### src/hdl/assert_macros.svh
// Assertion helpers used by the RTL of the token parser.
`ifndef ASSERT_MACROS_SVH
`define ASSERT_MACROS_SVH

// Same-cycle implication, checked at every rising edge outside reset.
`define ATP_ASSERT_IMPLIES(label, clk, rst_n, ante, cons) \
    label: assert property (@(posedge clk) disable iff (!rst_n) (ante) |-> (cons)) \
        else $error("assertion failed");

// Next-cycle implication, checked at every rising edge outside reset.
`define ATP_ASSERT_NEXT(label, clk, rst_n, ante, cons) \
    label: assert property (@(posedge clk) disable iff (!rst_n) (ante) |=> (cons)) \
        else $error("assertion failed");

`endif

### src/hdl/atp_pkg.sv
package atp_pkg;

    localparam int MAG_W = 64;
    localparam int ACC_W = MAG_W + 4;

    localparam logic [MAG_W-1:0] MAG_TOP = {1'b1, {(MAG_W-1){1'b0}}};

    localparam logic [7:0] CH_PLUS  = 8'h2B;
    localparam logic [7:0] CH_MINUS = 8'h2D;
    localparam logic [7:0] CH_ZERO  = 8'h30;
    localparam logic [7:0] CH_ONE   = 8'h31;
    localparam logic [7:0] CH_NINE  = 8'h39;
    localparam logic [7:0] CH_UP_A  = 8'h41;
    localparam logic [7:0] CH_UP_B  = 8'h42;
    localparam logic [7:0] CH_UP_F  = 8'h46;
    localparam logic [7:0] CH_UP_X  = 8'h58;
    localparam logic [7:0] CH_LO_A  = 8'h61;
    localparam logic [7:0] CH_LO_B  = 8'h62;
    localparam logic [7:0] CH_LO_F  = 8'h66;
    localparam logic [7:0] CH_LO_X  = 8'h78;

    typedef enum logic [2:0] {
        PH_START,
        PH_SIGN,
        PH_ZERO,
        PH_PREFIX,
        PH_DIGITS
    } phase_t;

    typedef enum logic [1:0] {
        RADIX_DEC,
        RADIX_HEX,
        RADIX_BIN
    } radix_t;

    // One classified beat handed from the front end to the accumulator.
    typedef struct packed {
        logic       digit_en;
        logic [3:0] digit;
        radix_t     radix;
        logic       last;
        logic       shape_ok;
        logic       negative;
    } uop_t;

endpackage

### src/hdl/ascii_int64_token_parser.sv
// Path: the beat that ends a token is queued as a command, accumulated and latched into the
// finishing stage, finished into the result queue, and then shows on the result side.
// Throughput: one input beat per cycle while the command queue is not full, set by the
// combinational scale-and-add of the accumulator; a two-entry queue sits on each side of it.
// Reset: rst_n is asynchronous and active low; it empties both queues and returns the
// parser to the start of a token with a zero magnitude.
module ascii_int64_token_parser (
    input  logic                             clk,
    input  logic                             rst_n,
    input  logic                             push,
    output logic                             full,
    input  logic [7:0]                       ch,
    input  logic                             has_char,
    input  logic                             end_of_token,
    output logic                             empty,
    input  logic                             pop,
    output logic signed [atp_pkg::MAG_W-1:0] value,
    output logic                             valid_res
);
    import atp_pkg::*;

    // The front end tracks the token's shape: sign, leading zero, radix prefix and
    // whether a character is illegal for the chosen base. None of this depends on the
    // magnitude, so it settles in the cycle the beat arrives and leaves behind only a
    // compact command: an optional digit plus, on the last beat, the shape verdict.
    uop_t uop_in;
    uop_t uop_head;
    logic uop_push;
    logic uop_empty;
    logic uop_pop;

    atp_front u_front (
        .clk          (clk),
        .rst_n        (rst_n),
        .push         (push),
        .q_full       (full),
        .ch           (ch),
        .has_char     (has_char),
        .end_of_token (end_of_token),
        .uop_push     (uop_push),
        .uop          (uop_in)
    );

    // A short queue decouples the two halves, so a stall in the back end only stops
    // the front end once both entries are taken. The input side reports full from it.
    atp_uop_queue u_uop_queue (
        .clk     (clk),
        .rst_n   (rst_n),
        .wr_en   (uop_push),
        .wr_data (uop_in),
        .full    (full),
        .rd_en   (uop_pop),
        .empty   (uop_empty),
        .rd_data (uop_head)
    );

    // The back end keeps the 64-bit magnitude and the overflow flag. Each digit is a
    // shift-and-add by the base with an exact overflow test on the carry bits. The last
    // command of a token is latched into a finishing stage that applies the signed range
    // check and the negation, then writes the result into a two-entry result queue.
    atp_back u_back (
        .clk       (clk),
        .rst_n     (rst_n),
        .uop_empty (uop_empty),
        .uop       (uop_head),
        .uop_pop   (uop_pop),
        .empty     (empty),
        .pop       (pop),
        .value     (value),
        .valid_res (valid_res)
    );

endmodule

### src/hdl/atp_front.sv
module atp_front (
    input  logic          clk,
    input  logic          rst_n,
    input  logic          push,
    input  logic          q_full,
    input  logic [7:0]    ch,
    input  logic          has_char,
    input  logic          end_of_token,
    output logic          uop_push,
    output atp_pkg::uop_t uop
);
    import atp_pkg::*;

    phase_t phase_reg, phase_next;
    radix_t radix_reg, radix_next;
    logic   neg_reg, neg_next;
    logic   bad_reg, bad_next;

    logic       accept;
    logic       is_dec;
    logic       is_alpha;
    logic [3:0] dig_val;
    logic       dig_ok;
    logic       digit_path;

    assign accept = push && !q_full;

    // Character class and digit value.
    always_comb
    begin
        is_dec   = (ch >= CH_ZERO) && (ch <= CH_NINE);
        is_alpha = ((ch >= CH_LO_A) && (ch <= CH_LO_F)) ||
                   ((ch >= CH_UP_A) && (ch <= CH_UP_F));
        dig_val  = is_alpha ? (ch[3:0] + 4'd9) : ch[3:0];
        unique case (radix_reg)
            RADIX_HEX: dig_ok = is_dec || is_alpha;
            RADIX_BIN: dig_ok = (ch == CH_ZERO) || (ch == CH_ONE);
            default:   dig_ok = is_dec;
        endcase
    end

    always_ff @(posedge clk or negedge rst_n)
    begin
        if (!rst_n)
        begin
            phase_reg <= PH_START;
            radix_reg <= RADIX_DEC;
            neg_reg   <= 1'b0;
            bad_reg   <= 1'b0;
        end
        else
        begin
            phase_reg <= phase_next;
            radix_reg <= radix_next;
            neg_reg   <= neg_next;
            bad_reg   <= bad_next;
        end
    end

    always_comb
    begin
        phase_next = phase_reg;
        radix_next = radix_reg;
        neg_next   = neg_reg;
        bad_next   = bad_reg;
        digit_path = 1'b0;

        if (accept && has_char && !bad_reg)
        begin
            unique case (phase_reg)
                PH_START:
                begin
                    if ((ch == CH_PLUS) || (ch == CH_MINUS))
                    begin
                        neg_next   = (ch == CH_MINUS);
                        phase_next = PH_SIGN;
                    end
                    else if (ch == CH_ZERO)
                        phase_next = PH_ZERO;
                    else
                        digit_path = 1'b1;
                end
                PH_SIGN:
                begin
                    if (ch == CH_ZERO)
                        phase_next = PH_ZERO;
                    else
                        digit_path = 1'b1;
                end
                PH_ZERO:
                begin
                    if ((ch == CH_LO_X) || (ch == CH_UP_X))
                    begin
                        radix_next = RADIX_HEX;
                        phase_next = PH_PREFIX;
                    end
                    else if ((ch == CH_LO_B) || (ch == CH_UP_B))
                    begin
                        radix_next = RADIX_BIN;
                        phase_next = PH_PREFIX;
                    end
                    else
                        digit_path = 1'b1;
                end
                default:
                    digit_path = 1'b1;
            endcase

            if (digit_path)
            begin
                if (dig_ok)
                    phase_next = PH_DIGITS;
                else
                    bad_next = 1'b1;
            end
        end

        uop.digit_en = digit_path && dig_ok;
        uop.digit    = dig_val;
        uop.radix    = radix_reg;
        uop.last     = end_of_token;
        uop.shape_ok = !bad_next && ((phase_next == PH_ZERO) || (phase_next == PH_DIGITS));
        uop.negative = neg_next;
        uop_push     = accept && (uop.digit_en || end_of_token);

        // The token is over: everything returns to its start value.
        if (accept && end_of_token)
        begin
            phase_next = PH_START;
            radix_next = RADIX_DEC;
            neg_next   = 1'b0;
            bad_next   = 1'b0;
        end
    end

endmodule

### src/hdl/atp_uop_queue.sv
module atp_uop_queue (
    input  logic          clk,
    input  logic          rst_n,
    input  logic          wr_en,
    input  atp_pkg::uop_t wr_data,
    output logic          full,
    input  logic          rd_en,
    output logic          empty,
    output atp_pkg::uop_t rd_data
);
    import atp_pkg::*;

    uop_t       mem_reg [2];
    logic       wr_ptr_reg, wr_ptr_next;
    logic       rd_ptr_reg, rd_ptr_next;
    logic [1:0] cnt_reg, cnt_next;
    logic       do_wr;
    logic       do_rd;

    assign full    = (cnt_reg == 2'd2);
    assign empty   = (cnt_reg == 2'd0);
    assign rd_data = mem_reg[rd_ptr_reg];
    assign do_wr   = wr_en && !full;
    assign do_rd   = rd_en && !empty;

    always_comb
    begin
        wr_ptr_next = do_wr ? !wr_ptr_reg : wr_ptr_reg;
        rd_ptr_next = do_rd ? !rd_ptr_reg : rd_ptr_reg;
        case ({do_wr, do_rd})
            2'b10:   cnt_next = cnt_reg + 2'd1;
            2'b01:   cnt_next = cnt_reg - 2'd1;
            default: cnt_next = cnt_reg;
        endcase
    end

    always_ff @(posedge clk or negedge rst_n)
    begin
        if (!rst_n)
        begin
            wr_ptr_reg <= 1'b0;
            rd_ptr_reg <= 1'b0;
            cnt_reg    <= 2'd0;
        end
        else
        begin
            wr_ptr_reg <= wr_ptr_next;
            rd_ptr_reg <= rd_ptr_next;
            cnt_reg    <= cnt_next;
        end
    end

    always_ff @(posedge clk)
    begin
        if (do_wr)
            mem_reg[wr_ptr_reg] <= wr_data;
    end

endmodule

### src/hdl/atp_back.sv
`include "assert_macros.svh"

module atp_back (
    input  logic                               clk,
    input  logic                               rst_n,
    input  logic                               uop_empty,
    input  atp_pkg::uop_t                      uop,
    output logic                               uop_pop,
    output logic                               empty,
    input  logic                               pop,
    output logic signed [atp_pkg::MAG_W-1:0]   value,
    output logic                               valid_res
);
    import atp_pkg::*;

    // Accumulator
    logic [MAG_W-1:0] mag_reg, mag_next;
    logic             ovf_reg, ovf_next;
    logic [ACC_W-1:0] scaled;
    logic [ACC_W-1:0] wide;
    logic [MAG_W-1:0] mag_upd;
    logic             ovf_upd;
    logic             fire_a;

    // Finishing stage
    logic             fin_valid_reg, fin_valid_next;
    logic [MAG_W-1:0] fin_mag_reg;
    logic             fin_ovf_reg;
    logic             fin_shape_reg;
    logic             fin_neg_reg;
    logic             fin_ok;
    logic [MAG_W-1:0] fin_value;
    logic             fin_push;

    // Result queue, two entries
    logic [MAG_W-1:0] oq_val_reg [2];
    logic             oq_ok_reg  [2];
    logic             oq_wr_reg, oq_rd_reg;
    logic [1:0]       oq_cnt_reg, oq_cnt_next;
    logic             oq_pop;

    always_comb
    begin
        case (uop.radix)
            RADIX_HEX: scaled = {mag_reg, 4'b0000};
            RADIX_BIN: scaled = {3'b000, mag_reg, 1'b0};
            default:   scaled = {1'b0, mag_reg, 3'b000} + {3'b000, mag_reg, 1'b0};
        endcase
        wide = scaled + {{(ACC_W-4){1'b0}}, uop.digit};

        mag_upd = mag_reg;
        ovf_upd = ovf_reg;
        if (uop.digit_en && !ovf_reg)
        begin
            if (wide[ACC_W-1:MAG_W] != 4'd0)
                ovf_upd = 1'b1;
            else
                mag_upd = wide[MAG_W-1:0];
        end
    end

    assign fin_push = fin_valid_reg && (oq_cnt_reg != 2'd2);
    assign fire_a   = !uop_empty && (!uop.last || !fin_valid_reg || fin_push);
    assign uop_pop  = fire_a;

    always_comb
    begin
        mag_next = mag_reg;
        ovf_next = ovf_reg;
        if (fire_a)
        begin
            if (uop.last)
            begin
                mag_next = '0;
                ovf_next = 1'b0;
            end
            else
            begin
                mag_next = mag_upd;
                ovf_next = ovf_upd;
            end
        end

        if (fire_a && uop.last)
            fin_valid_next = 1'b1;
        else if (fin_push)
            fin_valid_next = 1'b0;
        else
            fin_valid_next = fin_valid_reg;
    end

    always_ff @(posedge clk or negedge rst_n)
    begin
        if (!rst_n)
        begin
            mag_reg       <= '0;
            ovf_reg       <= 1'b0;
            fin_valid_reg <= 1'b0;
        end
        else
        begin
            mag_reg       <= mag_next;
            ovf_reg       <= ovf_next;
            fin_valid_reg <= fin_valid_next;
        end
    end

    always_ff @(posedge clk)
    begin
        if (fire_a && uop.last)
        begin
            fin_mag_reg   <= mag_upd;
            fin_ovf_reg   <= ovf_upd;
            fin_shape_reg <= uop.shape_ok;
            fin_neg_reg   <= uop.negative;
        end
    end

    // A negative magnitude may reach exactly the top bit; a positive one may not.
    always_comb
    begin
        fin_ok = fin_shape_reg && !fin_ovf_reg &&
                 (fin_neg_reg ? (fin_mag_reg <= MAG_TOP) : !fin_mag_reg[MAG_W-1]);
        if (!fin_ok)
            fin_value = '0;
        else if (fin_neg_reg)
            fin_value = '0 - fin_mag_reg;
        else
            fin_value = fin_mag_reg;
    end

    assign oq_pop    = pop && (oq_cnt_reg != 2'd0);
    assign empty     = (oq_cnt_reg == 2'd0);
    assign value     = oq_val_reg[oq_rd_reg];
    assign valid_res = oq_ok_reg[oq_rd_reg];

    always_comb
    begin
        case ({fin_push, oq_pop})
            2'b10:   oq_cnt_next = oq_cnt_reg + 2'd1;
            2'b01:   oq_cnt_next = oq_cnt_reg - 2'd1;
            default: oq_cnt_next = oq_cnt_reg;
        endcase
    end

    always_ff @(posedge clk or negedge rst_n)
    begin
        if (!rst_n)
        begin
            oq_wr_reg  <= 1'b0;
            oq_rd_reg  <= 1'b0;
            oq_cnt_reg <= 2'd0;
        end
        else
        begin
            oq_wr_reg  <= fin_push ? !oq_wr_reg : oq_wr_reg;
            oq_rd_reg  <= oq_pop ? !oq_rd_reg : oq_rd_reg;
            oq_cnt_reg <= oq_cnt_next;
        end
    end

    always_ff @(posedge clk)
    begin
        if (fin_push)
        begin
            oq_val_reg[oq_wr_reg] <= fin_value;
            oq_ok_reg[oq_wr_reg]  <= fin_ok;
        end
    end

    `ATP_ASSERT_IMPLIES(a_oq_bound, clk, rst_n, 1'b1, oq_cnt_reg <= 2'd2)
    `ATP_ASSERT_NEXT(a_fin_load, clk, rst_n, fire_a && uop.last, fin_valid_reg)
    `ATP_ASSERT_NEXT(a_acc_clear, clk, rst_n, fire_a && uop.last, (mag_reg == '0) && !ovf_reg)
    `ATP_ASSERT_IMPLIES(a_bad_zero, clk, rst_n, fin_valid_reg && !fin_ok, fin_value == '0)

endmodule
### config.mk
export PLATFORM = sky130hd
export DESIGN_NAME = ascii_int64_token_parser
export DESIGN_NICKNAME = d
export VERILOG_FILES = /design/src/hdl/atp_pkg.sv /design/src/hdl/ascii_int64_token_parser.sv /design/src/hdl/atp_front.sv /design/src/hdl/atp_uop_queue.sv /design/src/hdl/atp_back.sv
export VERILOG_INCLUDE_DIRS = /design/src /design/src/hdl
export SDC_FILE = /design/constraint.sdc
export NUM_CORES = 1
export LEC_CHECK = 0
export BUFFER_PORTS_ARGS = -buffer_cell sky130_fd_sc_hd__buf_2
export CAP_MARGIN = 20
export CORE_ASPECT_RATIO = 0.6
export CORE_MARGIN = 2
export CORE_UTILIZATION = 59
export CTS_BUF_LIST = sky130_fd_sc_hd__clkbuf_8
export DETAILED_ROUTE_END_ITERATION = 6
export PLACE_DENSITY = 0.78
export SLEW_MARGIN = 20
export SYNTH_ARGS = -nofsm -noshare
export SYNTH_HDL_FRONTEND = slang
export SYNTH_SLANG_ARGS = --single-unit
export TNS_END_PERCENT = 30
### constraint.sdc
create_clock -name clk -period 7.69 [get_ports clk]
set_clock_uncertainty 0.15 [all_clocks]
set_input_delay 0.769 -clock clk [delete_from_list [all_inputs] [get_ports clk]]
set_output_delay 0.769 -clock clk [all_outputs]
set_load 0.01 [all_outputs]
==> out/summary.json, run 1 <==
{
  "synth_area_leader_cell": "sky130_fd_sc_hd__edfxtp_1",
  "average_via_count_per_standard_cell": 6.820,
  "worst_reg2reg_path_depth": 16,
  "status": "finished clean",
  "synth-seq-area-share": 0.4038,
  "htreeDepth": 2,
  "avgSynthCellArea_um2": 9.648,
  "total_leakage_power_nw": 8.599,
  "fin_crit_ns": 6.914,
  "global_route.overflow_total": 0,
  "finalPower_mw": 9.564,
  "initial_core_util": 0.6020,
  "timing.fmax_mhz": 144.6,
  "tritoncts.num_buffers": 43,
  "area.growth.synth_to_final_pct": 8.019,
  "post_synth_inst_count": 2193,
  "ys_async_sr_fraction": 0.2718,
  "tritoncts": "yes",
  "io_buffers": 80,
  "report.final.slew_viol_count": 0,
  "grt.met2_usage": 0.4521,
  "min_path_type": "primary input to async pin",
  "num-nets-final": 2310,
  "largest_reg_flops": 128,
  "path_cells": "ha_1 -> fa_1 -> a211oi_1 -> o21ai_0 -> a211oi_1 -> o22ai_1 -> mux2i_1 -> or3_1 -> nor4_1 -> nand3_1 -> nor4_2 -> and3_1 -> a31oi_1 -> nor4_2 -> buf_12 -> mux2_2",
  "synthMostInstantiatedCell": "sky130_fd_sc_hd__nor2_1",
  "gr-max-usage-layer": "met1",
  "crit_path_start_kind": "flip-flop",
  "timing_worst_slew_pin_value_ns": 1.185,
  "grt.met3_usage": 0.09803,
  "crit_path_max_incr_delay_ns": 0.65,
  "final.period_utilization": 0.8990,
  "worstSetupEndpointType": "flip-flop",
  "number_of_sinks_driven_by_the_clock_tree": 298,
  "postSynthNetCount": 2286,
  "wl_per_cell_um": 24.66,
  "globalplace.congestion": 1.000,
  "critPathBufInv": 1,
  "buffers_inserted_during_post_cts_setup_optimization": 0,
  "die-height_um": 150.7,
  "setup_tns_ns": 0,
  "number_of_top_level_pins": 81,
  "maxSlewHeadroom": 0.2015,
  "reg_to_reg_startpoint": "u_back.mag_reg[2]",
  "commonest_cells_in_the_synthesized_netlist": "sky130_fd_sc_hd__nor2_1, sky130_fd_sc_hd__edfxtp_1, sky130_fd_sc_hd__nand2_1",
  "drt_wl_total_um": 67050,
  "cts_repair_resize_count": 0,
  "hold_viol": 0,
  "post_cts_hold_buffer_count": 0,
  "initial_antenna_violation_count": 0,
  "synth_top_area_share": 0.3080,
  "grt_start_max_net_pins": 82,
  "cp_slowest_cell": "sky130_fd_sc_hd__nor4_2",
  "grt_pass1_wl_um": 100900,
  "critical_path_peak_fanout": 50,
  "drt_first_iter_violations": 2431,
  "r2r_slack_ns": 0.78,
  "drt_first_pass_iters": 6,
  "critical-path-top-delay-family": "simple AND/OR/NAND/NOR gates",
  "drive_above_1_share": 0.1519,
  "reg2reg_to": "u_back.fin_mag_reg[10]",
  "coreArea_um2": 35150,
  "setup_viol_count_final": 0,
  "netlist-cell-type-count": 79,
  "drt_drc_violations_left": 0,
  "floorplan.die.width_um": 248.5,
  "synth_flop_cell": "sky130_fd_sc_hd__edfxtp_1",
  "row_count": 53,
  "global_route_usage_sum": 0.3505,
  "unrepaired_setup_endpoints_after_global_routing": "no",
  "first_global_vias": 16840,
  "diodes": 0,
  "root_buffer": "sky130_fd_sc_hd__clkbuf_8",
  "grtUsageMet1": 0.5743,
  "ant_nets": 0,
  "die_area_um2": 37440,
  "syn-cell-area_um2": 21160,
  "clkSlewWorstSetupHoldPaths_ns": 0.11,
  "path_class": "flip-flop to flip-flop",
  "synthesized_flop_and_latch_total": 298,
  "synth-edff-count": 217,
  "power.density_cell_area_nw_per_um2": 418.5,
  "ir_drop_v": 0.0002926,
  "max_cap_viol_count": 0,
  "hpwl_um": 50690,
  "via_count": 18540,
  "endpoint_required_time_on_the_critical_path_ns": 7.85,
  "synthTopCellsByArea": "sky130_fd_sc_hd__edfxtp_1, sky130_fd_sc_hd__dfrtp_1, sky130_fd_sc_hd__mux2_2",
  "clk-insertion-delay-late_ns": 0.59,
  "cts_buffer_depth": 3,
  "worstPathArrival_ns": 7.07,
  "yosysWarningCount": 0
}
[layout make-up]
class                           count  area, um2
Clock buffer                       52      715.7
Timing Repair Buffer              110      664.4
Tap cell                          467      584.3
Fill cell                        2754      12290
Clock inverter                     28      239.0
Sequential cell                   298       8544
Inverter                           31      116.4
Multi-Input combinational cell   1733      11990
[worst register-to-register path: stages, from the launching register on]
cell	delay [ns]
sky130_fd_sc_hd__dfrtp_1	0.46
sky130_fd_sc_hd__ha_1	0.27
sky130_fd_sc_hd__fa_1	0.49
sky130_fd_sc_hd__a211oi_1	0.45
sky130_fd_sc_hd__o21ai_0	0.29
sky130_fd_sc_hd__a211oi_1	0.62
sky130_fd_sc_hd__o22ai_1	0.19
sky130_fd_sc_hd__mux2i_1	0.16
sky130_fd_sc_hd__or3_1	0.44
sky130_fd_sc_hd__nor4_1	0.60
sky130_fd_sc_hd__nand3_1	0.25
sky130_fd_sc_hd__nor4_2	0.49
sky130_fd_sc_hd__and3_1	0.25
sky130_fd_sc_hd__a31oi_1	0.10
sky130_fd_sc_hd__nor4_2	0.65
sky130_fd_sc_hd__buf_12	0.35
sky130_fd_sc_hd__mux2_2	0.44
[placed cells by master (no fill, tap or decap), drive strengths merged, types with 9 or more instances in the layout]
cell / count
and2: 15
ha: 77
nand3b: 11
buf: 110
a22oi: 20
or3: 29
a2111oi: 10
mux2i: 16
a31oi: 26
o21ai: 121
nand2: 185
a221o: 16
and4: 14
dfrtp: 81
o21a: 11
a221oi: 36
edfxtp: 217
mux2: 136
clkbuf: 52
and3: 16
o31ai: 25
or4: 18
clkinv: 9
nand3: 39
nand2b: 15
nand4: 54
a21oi: 136
o211ai: 21
xor2: 87
nor2: 218
xnor2: 65
a21o: 36
nor4: 26
a22o: 72
nor3: 48
a211oi: 20
o21bai: 11
inv: 45
[power by group]
part,internal (mW),total (mW),switching [mW]
logic,1.90,5.09,3.19
clock network,0.756,1.40,0.645
registers,2.54,3.07,0.528
total,5.20,9.56,4.36
[worst max-delay path by stage]
stage                                 startpoint                      to  slack [ns]  cells past startpoint
after floorplan           u_uop_queue.rd_ptr_reg  u_back.fin_mag_reg[15]       0.002                     30
after global placement         u_back.mag_reg[2]      u_back.mag_reg[61]        0.98                     17
after detailed placement       u_back.mag_reg[2]      u_back.mag_reg[61]        0.79                     17
after CTS                      u_back.mag_reg[2]      u_back.mag_reg[63]        0.74                     17
after global routing           u_back.mag_reg[2]   u_back.fin_mag_reg[7]        0.39                     16
final                          u_back.mag_reg[2]  u_back.fin_mag_reg[10]        0.78                     16
[per-layer routing]
layer | share of wire | vias up | routed length (um)
met5 | 0 | - | 0
met4 | 0.013 | 0 | 845
met3 | 0.14 | 69 | 9201
met2 | 0.37 | 1072 | 24960
met1 | 0.48 | 8927 | 32040
li1 | - | 8476 | -
[cells by family after synthesis]
family	after synthesis	synth area share
mux	152	0.07995
flops	298	0.4038
xor+xnor	152	0.06292
simple gates	724	0.1698
compound gates	626	0.2039
fa+ha+maj	79	0.04743
buf+inv	162	0.03223
[per-stage QoR]
step	utilization	area [um2]	setup WS (ns)	instances	hold slack [ns]
3_5_place_dp	0.6222	21870	0.7897	2638	0.3333
2_1_floorplan	-	21160	0.002224	2193	0.3108
5_1_grt	0.6503	22850	0.3947	2719	0.1279
3_3_place_gp	0.6222	21870	0.9775	2638	0.3251
4_1_cts	0.6493	22820	0.7450	2718	0.2339
6_report	0.6503	22850	0.7764	2719	0.06178
(Power assumes the default switching activity.)
==> run 2, diff against run 1 <==
--- a/config.mk
+++ b/config.mk
@@ -17,5 +17,6 @@
 export SLEW_MARGIN = 20
 export SYNTH_ARGS = -nofsm -noshare
 export SYNTH_HDL_FRONTEND = slang
+export SYNTH_HIERARCHICAL = 1
 export SYNTH_SLANG_ARGS = --single-unit
 export TNS_END_PERCENT = 30
==> out/summary.json, run 2 <==
{
  "synth-edff-count": 217,
  "synthMostInstantiatedCell": "sky130_fd_sc_hd__edfxtp_1",
  "number_of_top_level_pins": 81,
  "drt_first_pass_iters": 7,
  "synth_top_area_share": 0.3071,
  "grt_pass1_wl_um": 111800,
  "grt_start_max_net_pins": 67,
  "min_path_type": "primary input to flip-flop",
  "ir_drop_v": 0.0002314,
  "first_global_vias": 17440,
  "globalplace.congestion": 1.088,
  "postSynthNetCount": 2241,
  "largest_reg_flops": 128,
  "violations": "design-rule violations",
  "timing.fmax_mhz": 137.3,
  "clkSlewWorstSetupHoldPaths_ns": 0.07,
  "average_via_count_per_standard_cell": 7.264,
  "p_switching_mw": 4.460,
  "avgSynthCellArea_um2": 9.875,
  "critical_path_peak_fanout": 16,
  "postPlaceCellArea_um2": 22170,
  "die_area_um2": 37550,
  "setup_tns_ns": 0,
  "comb_power_share": 0.545,
  "power.density_cell_area_nw_per_um2": 411.9,
  "tritoncts": "yes",
  "htreeDepth": 2,
  "hold_viol": 0,
  "tritoncts.num_buffers": 45,
  "number_of_sinks_driven_by_the_clock_tree": 298,
  "place_worst_setup_slack_ns": 0.8593,
  "crit_path_start_kind": "flip-flop",
  "worstSetupEndpointType": "flip-flop",
  "global_route.overflow_total": 0,
  "coreArea_um2": 35210,
  "post_synth_inst_count": 2149,
  "die-height_um": 150.9,
  "netlist-cell-type-count": 93,
  "setup_viol_count_final": 0,
  "final.period_utilization": 0.9472,
  "placedCellCount": 2618,
  "intPower_mw": 5.032,
  "status": "finished with violations",
  "drt_first_iter_violations": 3140,
  "postLayoutCoreUtil": 0.6545,
  "worstPathArrival_ns": 7.63,
  "timing_worst_slew_pin_value_ns": 1.304,
  "seq_power_share": 0.318,
  "maxSlewHeadroom": 0.1085,
  "hpwl_um": 57630,
  "syn-cell-area_um2": 21220,
  "area.growth.synth_to_final_pct": 8.608,
  "synth-seq-area-share": 0.4026,
  "ant_nets": 0,
  "power_frac_clock": 0.137,
  "drive_above_1_share": 0.1740,
  "commonest_cells_in_the_synthesized_netlist": "sky130_fd_sc_hd__edfxtp_1, sky130_fd_sc_hd__nor2_1, sky130_fd_sc_hd__nand2_1",
  "initial_core_util": 0.6026,
  "root_buffer": "sky130_fd_sc_hd__clkbuf_8",
  "io_buffers": 80,
  "layout.cell_area.non_filler_um2": 23050,
  "cts_buffer_depth": 3,
  "ys_async_sr_fraction": 0.2718,
  "report.final.slew_viol_count": 0,
  "worst_slack_ns": 0.4058,
  "num-nets-final": 2291,
  "via_count": 19660,
  "row_count": 53,
  "synthesized_flop_and_latch_total": 298,
  "clk-insertion-delay-late_ns": 0.63,
  "path_class": "flip-flop to flip-flop",
  "total_leakage_power_nw": 8.680,
  "fin_crit_ns": 7.284,
  "yosysWarningCount": 6,
  "layout_commonest_cell": "sky130_fd_sc_hd__edfxtp_1",
  "drt_drc_violations_left": 17,
  "initial_antenna_violation_count": 2,
  "buffers_inserted_during_post_cts_setup_optimization": 0,
  "switching_share": 0.4699,
  "synth_flop_cell": "sky130_fd_sc_hd__edfxtp_1",
  "floorplan.die.width_um": 248.8,
  "wl_per_cell_um": 28.23,
  "drt_wl_total_um": 76410,
  "layout.cells.most_common_list": "sky130_fd_sc_hd__edfxtp_1, sky130_fd_sc_hd__nor2_1, sky130_fd_sc_hd__nand2_1, sky130_fd_sc_hd__mux2_2, sky130_fd_sc_hd__a21oi_1",
  "synth_area_leader_cell": "sky130_fd_sc_hd__edfxtp_1",
  "global_route_usage_sum": 0.3986,
  "synthTopCellsByArea": "sky130_fd_sc_hd__edfxtp_1, sky130_fd_sc_hd__dfrtp_1, sky130_fd_sc_hd__mux2_2",
  "unrepaired_setup_endpoints_after_global_routing": "no",
  "endpoint_required_time_on_the_critical_path_ns": 8.03,
  "final-instance-count-excl-fill": 2707,
  "max_cap_viol_count": 0
}
==> run 2: changes by cell type after synthesis, sizes merged, moves of 11 or more <==
cell	previous run	this run
a32o	0	67
a22o	72	9
nor2	218	184
nand2	185	158
clkbuf	92	108
buf	39	25
xor2	87	100
a31oi	26	15
==> run 2: power by group through the flow <==
stage	registers [mW]	clock network, mW	logic, mW
after floorplan	2.85	0	3.45
after global placement	2.98	0	4.82
after detailed placement	3.02	0	4.94
after CTS	2.99	1.31	4.98
after global routing	3.06	1.38	5.45
final	3.02	1.30	5.17
==> run 2: worst max-delay path: stages (launching register included) <==
cell and delay [ns]:
sky130_fd_sc_hd__dfrtp_1 0.42, sky130_fd_sc_hd__buf_4 0.18, sky130_fd_sc_hd__ha_1 0.39, sky130_fd_sc_hd__a21oi_1 0.26, sky130_fd_sc_hd__o21ai_0 0.25, sky130_fd_sc_hd__a211oi_1 0.72, sky130_fd_sc_hd__o31ai_2 0.13, sky130_fd_sc_hd__buf_4 0.19
sky130_fd_sc_hd__a2111oi_0 1.12, sky130_fd_sc_hd__o21ai_0 0.68, sky130_fd_sc_hd__xor2_1 0.35, sky130_fd_sc_hd__a31o_2 0.24, sky130_fd_sc_hd__nand4b_1 0.31, sky130_fd_sc_hd__nor4_1 0.38, sky130_fd_sc_hd__o211ai_1 0.26, sky130_fd_sc_hd__or3_2 0.57
sky130_fd_sc_hd__buf_4 0.24, sky130_fd_sc_hd__a32o_1 0.29
==> run 2: repair_timing <==
item | CTS | global route
setup endpoints to repair | 0 | 0
hold endpoints to repair | 26 | 0
resized for setup | 0 | 0
hold buffers | 1 | 0
==> run 2: path summary, 6_finish.rpt <==
path	start	to	cells after the start	slack [ns]
worst min-delay path	end_of_token	u_uop_queue/mem_reg[0][2]	1	0.34
worst max-delay path	u_back/mag_reg[9]	u_back/mag_reg[33]	17	0.41
min in group asynchronous	rst_n	u_front/phase_reg[1]	2	0.48
max in group asynchronous	rst_n	u_back/oq_rd_reg	3	5.61
worst min register to register	u_uop_queue/wr_ptr_reg	u_uop_queue/wr_ptr_reg	1	0.35
worst max register to register	u_back/mag_reg[9]	u_back/mag_reg[33]	17	0.41
==> run 2: stage by stage <==
stage | hold WS (ns) | power (mW)
6_report | 0.3380 | 9.492
5_1_grt | 0.3028 | 9.887
4_1_cts | 0.2904 | 9.284
3_5_place_dp | 0.3364 | 7.960
3_3_place_gp | 0.3271 | 7.798
2_1_floorplan | 0.3009 | 6.299
==> run 2: area by class of cell <==
class                      count  area, um2
antenna                        4      10.01
clock buffer                  48      660.6
clock inverter                36      197.7
fill                        2801      12170
inverter                      34      127.6
multi-input combinational   1684      12060
sequential                   298       8544
tap                          467      584.3
timing repair buffer         136      863.3
==> run 2: logic make-up (layout without fill, tap and decap cells) <==
family,count (synthesis),in the layout,share of synthesized area
AO/OA/AOI/OAI,627,627,0.2133
XOR/XNOR,157,157,0.06480
adder cells (fa/ha/maj),78,78,0.04670
buffers and inverters,167,254,0.03131
flip-flops,298,298,0.4026
multiplexers,150,150,0.07907
other,0,4,0
AND/OR/NAND/NOR,672,672,0.1623
==> run 2: layer usage <==
metal  track usage  share of wire  vias up
li1              -              -     8482
met2        0.4923           0.36     1462
met5             0              0        -
met4       0.05606          0.013        0
met1        0.6137           0.45     9600
met3        0.2000           0.18      119
